## src/rtl/tsp_pkg.sv

```systemverilog
// Shared types and constants of the triangle sweep servo PWM unit.
// No dependencies; every other file imports this package.
package tsp_pkg;

    localparam int MAX_SERVOS = 12;
    localparam int SERVO_IW   = $clog2(MAX_SERVOS);
    localparam int PWM_W      = 12;
    localparam int POS_W      = 8;
    localparam int STEP_W     = 8;
    localparam int INTV_W     = 16;
    localparam int CNT_W      = 4;
    localparam int ELAP_W     = 17;
    localparam int CFG_IW     = 2;
    localparam int CFG_DW     = 16;
    localparam int FULL_SWEEP = 180;

    localparam logic [ELAP_W-1:0] ELAPSED_MAX = '1;

    // register indexes of the configuration port
    localparam logic [CFG_IW-1:0] CFG_SWEEP_STEP      = 2'd0;
    localparam logic [CFG_IW-1:0] CFG_UPDATE_INTERVAL = 2'd1;
    localparam logic [CFG_IW-1:0] CFG_SERVO_COUNT     = 2'd2;

    // divide by 180: multiply by floor(2^28/180), then one correction step
    localparam int RECIP_SHIFT = 28;
    localparam int RECIP_W     = 21;
    localparam int PROD_W      = 20;
    localparam logic [RECIP_W-1:0] RECIP_K = RECIP_W'((2 ** RECIP_SHIFT) / FULL_SWEEP);

    // result queue
    localparam int RES_DEPTH = 8;
    localparam int RES_PW    = $clog2(RES_DEPTH);
    localparam int RES_CW    = $clog2(RES_DEPTH + 1);

    typedef enum logic [1:0] {
        MODE_TICK  = 2'd0,
        MODE_START = 2'd1,
        MODE_STOP  = 2'd2,
        MODE_LOAD  = 2'd3
    } t_mode;

    typedef struct packed {
        logic                en;
        logic [SERVO_IW-1:0] idx;
        logic [PWM_W-1:0]    lo;
        logic [PWM_W-1:0]    hi;
    } t_lim_wr;

    typedef struct packed {
        logic [SERVO_IW-1:0] channel;
        logic [PWM_W-1:0]    pwm_count;
        logic [POS_W-1:0]    position;
        logic                last;
    } t_result;

endpackage

```

## src/rtl/tsp_job_fifo.sv

```systemverilog
// Two-entry queue of sweep positions between the front and back parts.
// Depends on tsp_pkg.
module tsp_job_fifo
    import tsp_pkg::*;
(
    input  logic             i_clk,
    input  logic             i_rst_n,
    input  logic             i_push,
    input  logic [POS_W-1:0] i_pos,
    input  logic             i_pop,
    output logic [POS_W-1:0] o_pos,
    output logic             o_empty,
    output logic             o_full
);

    logic [POS_W-1:0] r_mem [2];
    logic             r_wr_ptr, n_wr_ptr;
    logic             r_rd_ptr, n_rd_ptr;
    logic [1:0]       r_count, n_count;

    assign o_empty = (r_count == 2'd0);
    assign o_full  = (r_count == 2'd2);
    assign o_pos   = r_mem[r_rd_ptr];

    always_comb begin
        n_wr_ptr = r_wr_ptr;
        n_rd_ptr = r_rd_ptr;
        n_count  = r_count;
        if (i_push) begin
            n_wr_ptr = ~r_wr_ptr;
        end
        if (i_pop) begin
            n_rd_ptr = ~r_rd_ptr;
        end
        if (i_push && !i_pop) begin
            n_count = r_count + 2'd1;
        end else if (!i_push && i_pop) begin
            n_count = r_count - 2'd1;
        end
    end

    always_ff @(posedge i_clk) begin
        if (!i_rst_n) begin
            r_wr_ptr <= 1'b0;
            r_rd_ptr <= 1'b0;
            r_count  <= 2'd0;
        end else begin
            r_wr_ptr <= n_wr_ptr;
            r_rd_ptr <= n_rd_ptr;
            r_count  <= n_count;
        end
    end

    always_ff @(posedge i_clk) begin
        if (i_push) begin
            r_mem[r_wr_ptr] <= i_pos;
        end
    end

endmodule

```

## src/rtl/tsp_res_fifo.sv

```systemverilog
// Result queue that drives the output side of the unit.
// Depends on tsp_pkg.
module tsp_res_fifo
    import tsp_pkg::*;
(
    input  logic              i_clk,
    input  logic              i_rst_n,
    input  logic              i_push,
    input  t_result           i_data,
    input  logic              i_pop,
    output t_result           o_data,
    output logic              o_empty,
    output logic [RES_CW-1:0] o_count
);

    t_result           r_mem [RES_DEPTH];
    logic [RES_PW-1:0] r_wr_ptr, n_wr_ptr;
    logic [RES_PW-1:0] r_rd_ptr, n_rd_ptr;
    logic [RES_CW-1:0] r_count, n_count;
    logic              pop_ok;

    assign o_empty = (r_count == '0);
    assign o_count = r_count;
    assign o_data  = r_mem[r_rd_ptr];
    assign pop_ok  = i_pop && !o_empty;

    always_comb begin
        n_wr_ptr = r_wr_ptr;
        n_rd_ptr = r_rd_ptr;
        n_count  = r_count;
        if (i_push) begin
            n_wr_ptr = r_wr_ptr + RES_PW'(1);
        end
        if (pop_ok) begin
            n_rd_ptr = r_rd_ptr + RES_PW'(1);
        end
        if (i_push && !pop_ok) begin
            n_count = r_count + RES_CW'(1);
        end else if (!i_push && pop_ok) begin
            n_count = r_count - RES_CW'(1);
        end
    end

    always_ff @(posedge i_clk) begin
        if (!i_rst_n) begin
            r_wr_ptr <= '0;
            r_rd_ptr <= '0;
            r_count  <= '0;
        end else begin
            r_wr_ptr <= n_wr_ptr;
            r_rd_ptr <= n_rd_ptr;
            r_count  <= n_count;
        end
    end

    always_ff @(posedge i_clk) begin
        if (i_push) begin
            r_mem[r_wr_ptr] <= i_data;
        end
    end

endmodule

```

## src/rtl/tsp_front.sv

```systemverilog
// Front part: configuration registers, command decode and sweep state.
// Emits one job (new position) per sweep update. Depends on tsp_pkg.
module tsp_front
    import tsp_pkg::*;
(
    input  logic                i_clk,
    input  logic                i_rst_n,
    input  logic                i_cfg_valid,
    input  logic [CFG_IW-1:0]   i_cfg_index,
    input  logic [CFG_DW-1:0]   i_cfg_data,
    input  logic                i_push,
    input  logic [1:0]          i_mode,
    input  logic [SERVO_IW-1:0] i_servo_index,
    input  logic [PWM_W-1:0]    i_limit_min,
    input  logic [PWM_W-1:0]    i_limit_max,
    input  logic                i_job_full,
    input  logic                i_quiet,
    output logic                o_full,
    output logic                o_job_push,
    output logic [POS_W-1:0]    o_job_pos,
    output t_lim_wr             o_lim_wr,
    output logic [CNT_W-1:0]    o_servo_count
);

    localparam int POS_SW = POS_W + 2;
    localparam logic signed [POS_SW-1:0] SWEEP_LIM = POS_SW'(FULL_SWEEP);

    logic [STEP_W-1:0] r_sweep_step;
    logic [INTV_W-1:0] r_update_interval;
    logic [CNT_W-1:0]  r_servo_count;

    logic              r_running, n_running;
    logic [POS_W-1:0]  r_pos, n_pos;
    logic              r_down, n_down;
    logic [ELAP_W-1:0] r_elapsed, n_elapsed;

    t_mode                    mode;
    logic                     accept;
    logic [ELAP_W-1:0]        elap_inc;
    logic signed [POS_SW-1:0] pos_next;

    assign mode          = t_mode'(i_mode);
    assign o_servo_count = r_servo_count;

    // loads wait until the back part has read everything queued before them
    always_comb begin
        case (mode)
            MODE_TICK: o_full = i_job_full;
            MODE_LOAD: o_full = !i_quiet;
            default:   o_full = 1'b0;
        endcase
    end

    assign accept = i_push && !o_full;

    always_comb begin
        elap_inc = (r_elapsed < ELAPSED_MAX) ? r_elapsed + ELAP_W'(1) : r_elapsed;
        if (r_down) begin
            pos_next = $signed({2'b00, r_pos}) - $signed({2'b00, r_sweep_step});
        end else begin
            pos_next = $signed({2'b00, r_pos}) + $signed({2'b00, r_sweep_step});
        end
    end

    always_comb begin
        n_running     = r_running;
        n_pos         = r_pos;
        n_down        = r_down;
        n_elapsed     = r_elapsed;
        o_job_push    = 1'b0;
        o_lim_wr.en   = 1'b0;
        o_lim_wr.idx  = i_servo_index;
        o_lim_wr.lo   = i_limit_min;
        o_lim_wr.hi   = i_limit_max;
        if (accept) begin
            case (mode)
                MODE_START: begin
                    n_running = 1'b1;
                    n_pos     = '0;
                    n_down    = 1'b0;
                    n_elapsed = '0;
                end
                MODE_STOP: begin
                    n_running = 1'b0;
                end
                MODE_LOAD: begin
                    o_lim_wr.en = ({1'b0, i_servo_index} < (SERVO_IW + 1)'(MAX_SERVOS));
                end
                MODE_TICK: begin
                    if (r_running) begin
                        if (elap_inc > {1'b0, r_update_interval}) begin
                            n_elapsed  = '0;
                            o_job_push = 1'b1;
                            if (pos_next >= SWEEP_LIM) begin
                                n_pos  = POS_W'(FULL_SWEEP);
                                n_down = 1'b1;
                            end else if (pos_next <= 0) begin
                                n_pos  = '0;
                                n_down = 1'b0;
                            end else begin
                                n_pos = pos_next[POS_W-1:0];
                            end
                        end else begin
                            n_elapsed = elap_inc;
                        end
                    end
                end
                default: begin
                    n_running = r_running;
                end
            endcase
        end
    end

    assign o_job_pos = n_pos;

    always_ff @(posedge i_clk) begin
        if (!i_rst_n) begin
            r_running <= 1'b0;
            r_pos     <= '0;
            r_down    <= 1'b0;
            r_elapsed <= '0;
        end else begin
            r_running <= n_running;
            r_pos     <= n_pos;
            r_down    <= n_down;
            r_elapsed <= n_elapsed;
        end
    end

    always_ff @(posedge i_clk) begin
        if (!i_rst_n) begin
            r_sweep_step      <= STEP_W'(1);
            r_update_interval <= INTV_W'(20);
            r_servo_count     <= CNT_W'(1);
        end else if (i_cfg_valid) begin
            case (i_cfg_index)
                CFG_SWEEP_STEP:      r_sweep_step      <= i_cfg_data[STEP_W-1:0];
                CFG_UPDATE_INTERVAL: r_update_interval <= i_cfg_data[INTV_W-1:0];
                CFG_SERVO_COUNT:     r_servo_count     <= i_cfg_data[CNT_W-1:0];
                default:             r_servo_count     <= r_servo_count;
            endcase
        end
    end

endmodule

```

## src/rtl/tsp_back.sv

```systemverilog
// Back part: limit tables and the per-channel mapping pipeline
// (operand fetch, multiply, reciprocal divide, correct). Depends on tsp_pkg.
module tsp_back
    import tsp_pkg::*;
(
    input  logic              i_clk,
    input  logic              i_rst_n,
    input  logic              i_job_empty,
    input  logic [POS_W-1:0]  i_job_pos,
    input  logic [CNT_W-1:0]  i_servo_count,
    input  t_lim_wr           i_lim_wr,
    input  logic [RES_CW-1:0] i_res_count,
    output logic              o_job_pop,
    output logic              o_idle,
    output logic              o_res_push,
    output t_result           o_res
);

    logic [PWM_W-1:0] r_min_tab [MAX_SERVOS];
    logic [PWM_W-1:0] r_max_tab [MAX_SERVOS];

    logic                r_busy, n_busy;
    logic [POS_W-1:0]    r_pos, n_pos;
    logic [SERVO_IW-1:0] r_idx, n_idx;
    logic [CNT_W-1:0]    r_n, n_n;

    // pipeline stages
    logic                r1_valid, r2_valid, r3_valid;
    logic [SERVO_IW-1:0] r1_chan, r2_chan, r3_chan;
    logic                r1_last, r2_last, r3_last;
    logic [POS_W-1:0]    r1_pos, r2_pos, r3_pos;
    logic [PWM_W-1:0]    r1_lo, r2_lo, r3_lo;
    logic                r1_neg, r2_neg, r3_neg;
    logic [PWM_W-1:0]    r1_mag;
    logic [PROD_W-1:0]   r2_prod, r3_prod;
    logic [PWM_W-1:0]    r3_qest;

    logic [CNT_W-1:0]          n_sat;
    logic [1:0]                inflight;
    logic [RES_CW:0]           pending;
    logic                      credit;
    logic                      issue;
    logic                      last_ch;
    logic [PWM_W-1:0]          tab_lo, tab_hi;
    logic [PROD_W+RECIP_W-1:0] q_full;
    logic [PROD_W-1:0]         q_back, rem;
    logic [PWM_W-1:0]          q_fix;

    assign n_sat = (i_servo_count > CNT_W'(MAX_SERVOS)) ? CNT_W'(MAX_SERVOS) : i_servo_count;

    assign inflight = {1'b0, r1_valid} + {1'b0, r2_valid} + {1'b0, r3_valid};
    assign pending  = {1'b0, i_res_count} + {{(RES_CW - 1){1'b0}}, inflight};
    assign credit   = (pending < (RES_CW + 1)'(RES_DEPTH));

    assign issue     = r_busy && credit;
    assign last_ch   = (CNT_W'(r_idx) + CNT_W'(1) == r_n);
    assign o_job_pop = !r_busy && !i_job_empty;
    assign o_idle    = !r_busy;

    assign tab_lo = r_min_tab[r_idx];
    assign tab_hi = r_max_tab[r_idx];

    always_comb begin
        n_busy = r_busy;
        n_pos  = r_pos;
        n_idx  = r_idx;
        n_n    = r_n;
        if (o_job_pop) begin
            n_pos  = i_job_pos;
            n_n    = n_sat;
            n_idx  = '0;
            n_busy = (n_sat != '0);
        end else if (issue) begin
            if (last_ch) begin
                n_busy = 1'b0;
            end else begin
                n_idx = r_idx + SERVO_IW'(1);
            end
        end
    end

    always_ff @(posedge i_clk) begin
        if (!i_rst_n) begin
            r_busy   <= 1'b0;
            r_idx    <= '0;
            r_n      <= '0;
            r1_valid <= 1'b0;
            r2_valid <= 1'b0;
            r3_valid <= 1'b0;
        end else begin
            r_busy   <= n_busy;
            r_idx    <= n_idx;
            r_n      <= n_n;
            r1_valid <= issue;
            r2_valid <= r1_valid;
            r3_valid <= r2_valid;
        end
    end

    always_ff @(posedge i_clk) begin
        r_pos <= n_pos;
        if (i_lim_wr.en) begin
            r_min_tab[i_lim_wr.idx] <= i_lim_wr.lo;
            r_max_tab[i_lim_wr.idx] <= i_lim_wr.hi;
        end
    end

    assign q_full = r2_prod * RECIP_K;

    always_ff @(posedge i_clk) begin
        // operand fetch: split the span into sign and magnitude
        r1_chan <= r_idx;
        r1_last <= last_ch;
        r1_pos  <= r_pos;
        r1_lo   <= tab_lo;
        r1_neg  <= (tab_lo > tab_hi);
        r1_mag  <= (tab_lo > tab_hi) ? tab_lo - tab_hi : tab_hi - tab_lo;
        // multiply
        r2_chan <= r1_chan;
        r2_last <= r1_last;
        r2_pos  <= r1_pos;
        r2_lo   <= r1_lo;
        r2_neg  <= r1_neg;
        r2_prod <= {{(PROD_W - POS_W){1'b0}}, r1_pos} * {{(PROD_W - PWM_W){1'b0}}, r1_mag};
        // quotient estimate, at most one below the true quotient
        r3_chan <= r2_chan;
        r3_last <= r2_last;
        r3_pos  <= r2_pos;
        r3_lo   <= r2_lo;
        r3_neg  <= r2_neg;
        r3_prod <= r2_prod;
        r3_qest <= q_full[RECIP_SHIFT +: PWM_W];
    end

    always_comb begin
        q_back = {{(PROD_W - PWM_W){1'b0}}, r3_qest} * PROD_W'(FULL_SWEEP);
        rem    = r3_prod - q_back;
        q_fix  = r3_qest + {{(PWM_W - 1){1'b0}}, (rem >= PROD_W'(FULL_SWEEP))};
    end

    // magnitude quotient with the span's sign gives truncation toward zero
    assign o_res_push      = r3_valid;
    assign o_res.channel   = r3_chan;
    assign o_res.pwm_count = r3_neg ? r3_lo - q_fix : r3_lo + q_fix;
    assign o_res.position  = r3_pos;
    assign o_res.last      = r3_last;

endmodule

```

## src/rtl/triangle_sweep_servo_pwm_unit.sv

```systemverilog
// Triangle sweep servo PWM unit: top level with front, job queue, back and result queue.
// An updating tick yields n results (n = servo count, at most 12), one per cycle while
// the result queue has room; the first passes the job queue, the back part's operand
// fetch, multiply and quotient estimate registers and the result queue before it shows.
// The back part's shared mapping pipeline takes one channel a cycle while room lasts.
// Reset (synchronous, active low) clears state and queues; limit tables stay unwritten.
module triangle_sweep_servo_pwm_unit
    import tsp_pkg::*;
(
    input  logic                i_clk,
    input  logic                i_rst_n,
    input  logic                i_cfg_valid,
    output logic                o_cfg_ready,
    input  logic [CFG_IW-1:0]   i_cfg_index,
    input  logic [CFG_DW-1:0]   i_cfg_data,
    input  logic                push,
    output logic                full,
    input  logic [1:0]          i_mode,
    input  logic [SERVO_IW-1:0] i_servo_index,
    input  logic [PWM_W-1:0]    i_limit_min,
    input  logic [PWM_W-1:0]    i_limit_max,
    output logic                empty,
    input  logic                pop,
    output logic [SERVO_IW-1:0] o_channel,
    output logic [PWM_W-1:0]    o_pwm_count,
    output logic [POS_W-1:0]    o_position,
    output logic                o_last
);

    logic              job_push, job_pop, job_empty, job_full;
    logic [POS_W-1:0]  job_pos_in, job_pos_out;
    logic              back_idle, quiet;
    logic [CNT_W-1:0]  servo_count;
    t_lim_wr           lim_wr;
    logic              res_push;
    t_result           res_in, res_out;
    logic [RES_CW-1:0] res_count;

    assign o_cfg_ready = 1'b1;
    assign quiet       = job_empty && back_idle;

    tsp_front u_front (
        .i_clk         (i_clk),
        .i_rst_n       (i_rst_n),
        .i_cfg_valid   (i_cfg_valid),
        .i_cfg_index   (i_cfg_index),
        .i_cfg_data    (i_cfg_data),
        .i_push        (push),
        .i_mode        (i_mode),
        .i_servo_index (i_servo_index),
        .i_limit_min   (i_limit_min),
        .i_limit_max   (i_limit_max),
        .i_job_full    (job_full),
        .i_quiet       (quiet),
        .o_full        (full),
        .o_job_push    (job_push),
        .o_job_pos     (job_pos_in),
        .o_lim_wr      (lim_wr),
        .o_servo_count (servo_count)
    );

    tsp_job_fifo u_job_fifo (
        .i_clk   (i_clk),
        .i_rst_n (i_rst_n),
        .i_push  (job_push),
        .i_pos   (job_pos_in),
        .i_pop   (job_pop),
        .o_pos   (job_pos_out),
        .o_empty (job_empty),
        .o_full  (job_full)
    );

    tsp_back u_back (
        .i_clk         (i_clk),
        .i_rst_n       (i_rst_n),
        .i_job_empty   (job_empty),
        .i_job_pos     (job_pos_out),
        .i_servo_count (servo_count),
        .i_lim_wr      (lim_wr),
        .i_res_count   (res_count),
        .o_job_pop     (job_pop),
        .o_idle        (back_idle),
        .o_res_push    (res_push),
        .o_res         (res_in)
    );

    tsp_res_fifo u_res_fifo (
        .i_clk   (i_clk),
        .i_rst_n (i_rst_n),
        .i_push  (res_push),
        .i_data  (res_in),
        .i_pop   (pop),
        .o_data  (res_out),
        .o_empty (empty),
        .o_count (res_count)
    );

    assign o_channel   = res_out.channel;
    assign o_pwm_count = res_out.pwm_count;
    assign o_position  = res_out.position;
    assign o_last      = res_out.last;

endmodule

```

## config.mk

```make
export PLATFORM = sky130hd
export DESIGN_NAME = triangle_sweep_servo_pwm_unit
export DESIGN_NICKNAME = d
export VERILOG_FILES = /design/src/rtl/tsp_pkg.sv /design/src/rtl/tsp_job_fifo.sv /design/src/rtl/tsp_res_fifo.sv /design/src/rtl/tsp_front.sv /design/src/rtl/tsp_back.sv /design/src/rtl/triangle_sweep_servo_pwm_unit.sv
export SDC_FILE = /design/constraint.sdc
export NUM_CORES = 1
export LEC_CHECK = 0
export BUFFER_PORTS_ARGS = -buffer_cell sky130_fd_sc_hd__buf_2
export CORE_ASPECT_RATIO = 0.6
export CORE_MARGIN = 5
export CORE_UTILIZATION = 50
export CTS_CLUSTER_SIZE = 12
export DETAILED_ROUTE_END_ITERATION = 10
export PLACE_DENSITY = 0.68
export SLEW_MARGIN = 20
export SYNTH_ARGS = -nofsm -noshare
export SYNTH_HDL_FRONTEND = slang
export SYNTH_HIERARCHICAL = 1
export SYNTH_SLANG_ARGS = --single-unit
```

## constraint.sdc

```tcl
create_clock -name i_clk -period 7.8 [get_ports i_clk]
set_clock_uncertainty 0.1 [all_clocks]
set_input_delay 1.56 -clock i_clk [delete_from_list [all_inputs] [get_ports i_clk]]
set_output_delay 1.56 -clock i_clk [all_outputs]
set_load 0.02 [all_outputs]
```

==> flow_summary_export.csv <==
group,metric,value,unit
synthesis,synth_cell_type_count,105,
routing,via_per_inst,5.50,
routing,vias,23681,
die,start_util,50.7,%
synthesis,async_flop_share,0,%
die,die_h,230,um
timing,slew_headroom,38.6,%
global_routing,grt_max_degree,51,
timing,setup_violations,0,
die,fp.coreArea,79900,um^2
worst_setup_path,path_delay_family,"adder cells",
die,die_w,377,um
synthesis,synth_nets,3623,
synthesis,synth_area,40500,um^2
synthesis,syn_area_per_cell,13.3,um^2
clocking,clock-root-buffer,"clkbuf_16",
placement,placed_area,42200,um^2
worst_setup_path,r2r-start,"u_back/r3_qest[4]",
global_routing,overflow,0,
die,die_area,86900,um^2
timing,worst_pin_slew,914,ps
finish,fin_nets,3759,
worst_setup_path,startpoint_type,"flip-flop",
finish,drive_gt1_share,15.7,%
timing,slew_violations,0,
timing,holdWs,219,ps
timing,grt_setup_unrepaired,"true",
worst_setup_path,required,8070,ps
routing,dr.pass1.iters,5,
worst_setup_path,crit_type,"flip-flop to flip-flop",
clocking,clk_pin_slew,60,ps
min_path,min_path_type,"flip-flop to flip-flop",
synthesis,yosys_warnings,6,
worst_setup_path,end_kind,"flip-flop",
placement,port_buffers,79,
timing,hold_viol,0,
timing,fin_setup_tns,0,ps
synthesis,ys_ff_latch,741,
flow_run,maxCapViolations,0,
clocking,clkLatencyLatePin,660,ps
clocking,cts_max_level,3,
routing,drt-total-wl,86400,um
finish,areaGrowthSynthToFinish,11.3,%
synthesis,synth_cells,3039,
clocking,clockBufferDepth,3,
status,outcome,"completed",
worst_setup_path,startpoint,"u_back/r3_qest[4]",
die,core.rowCount,80,
timing,finalCritPeriodShare,97.1,%
worst_setup_path,cp_slowest_cell,"fa_1",
finish,final_area,45100,um^2
worst_setup_path,max_stage_delay,430,ps
min_path,worstHoldStart,"u_back/r2_lo[0]",
global_routing,grt_antenna_before_repair,5,
placement,hpwl,61500,um
worst_setup_path,arrival,7840,ps
global_routing,track_usage,20.1,%
synthesis,synth_edf_count,512,
routing,ant_nets,0,
clocking,clock-sinks,741,
timing,max_freq,0.132,GHz
worst_setup_path,crit_path_frequent_cell,"a21oi_2",
worst_setup_path,cp_max_fo,8,
worst_setup_path,cp_num_buf_inv,6,
global_routing,grt_pass1_vias,24399,
placement,gp_congestion,0.880,
clocking,cts_buffers,75,
die,top_level_ports,81,
clocking,tritoncts,"yes",
synthesis,synth-main-ff-cell,"edfxtp_1",
global_routing,grt_pass1_wl,137000,um
synthesis,seq_area_frac_synth,49.3,%
routing,drt_iter0_markers,1716,
timing,layout_min_cycle_time,7570,ps
routing,drc,0,
routing,wl_per_cell,20.1,um
area by class of cell:
type	count	area, um^2
fill	6363	34800
sequential	741	20000
multi-input combinational	1771	18800
clock buffer	119	2060
inverter	425	1600
tap	1066	1330
timing repair buffer	161	1020
clock inverter	18	243
antenna	2	5.00
kinds of logic (layout without fill, tap and decap cells):
logic type	count (synthesis)	count (layout)	synth area share (%)
flip-flops	741	741	49.3
AND/OR/NAND/NOR	542	542	6.72
adder cells (fa/ha/maj)	531	531	20.2
buffers and inverters	527	723	5.37
AO/OA/AOI/OAI	369	369	6.29
multiplexers	203	203	9.38
XOR/XNOR	125	125	2.70
other	1	3	0.00926
per-layer routing:
metal	vias to the layer above	GRT usage, %	wire, um
li1	11002	-	-
met1	11877	30.7	41500
met2	692	29.8	37400
met3	108	4.43	5980
met4	2	4.23	1400
met5	-	0	13
worst paths after layout:
kind	to	slack, ps	cells after the start
setup / recovery	u_res_fifo/r_mem[5][19]	230	40
hold / removal	u_back/r3_lo[0]	220	0
setup reg to reg	u_res_fifo/r_mem[5][19]	230	40
hold reg to reg	u_back/r3_lo[0]	220	0
sequential cells by signal, indices dropped and copies added (netlist names), 12 cells and up, named ones only:
signal                     cells
u_res_fifo/r_mem             200
u_back/r_max_tab             144
u_back/r_min_tab             144
u_back/r2_prod                20
u_back/r3_prod                18
u_front/r_elapsed             17
u_front/r_update_interval     16
u_job_fifo/r_mem              16
u_back/r1_lo                  12
u_back/r1_mag                 12
u_back/r2_lo                  12
u_back/r3_lo                  12
u_back/r3_qest                12
metrics by stage:
step	util [%]	setup WS [ps]	instances
after floorplan	-	256	3039
after global placement	52.9	-235	4152
after detailed placement	52.9	-469	4152
after CTS	55.9	16.2	4293
after global routing	56.4	-148	4301
final	56.4	228	4303
cells in the final DEF, fill, tap and decap left out, drive strengths merged, types with 43 or more instances in the layout:
cell,netlist,routed
ha,325,325
mux4,122,122
fa,206,206
edfxtp,512,512
clkbuf,40,119
and2,67,67
a21oi,122,122
mux2i,43,43
xor2,46,46
buf,62,161
dfxtp,229,229
nand2,182,182
xnor2,79,79
o21ai,58,58
nor2,110,110
inv,423,424
repair_timing:
| item | in CTS | in global routing |
|---|---|---|
| pin swaps | 25 | 49 |
| hold buffers | 0 | 0 |
| setup endpoints to repair | 48 | 64 |
| setup buffers | 4 | 7 |
| resized for setup | 22 | 61 |
cells in the mapped netlist, types with 35 or more instances:
library cell | instances | area [um^2]
mux4_2 | 72 | 1620
dfxtp_1 | 229 | 4580
edfxtp_1 | 512 | 15400
o21ai_0 | 51 | 255
fa_1 | 206 | 4120
nor2_1 | 107 | 402
mux4_1 | 50 | 1310
xor2_1 | 46 | 403
o21a_1 | 35 | 263
ha_1 | 325 | 4070
a21oi_1 | 120 | 601
mux2_2 | 37 | 417
and2_1 | 66 | 413
inv_1 | 423 | 1590
nand2_1 | 181 | 679
mux2i_1 | 43 | 430
clkbuf_1 | 40 | 150
xnor2_1 | 79 | 692
Power is left out: the tool's default activity adds up to more than one toggle a clock period on the data nets, which glitch-free logic cannot reach.
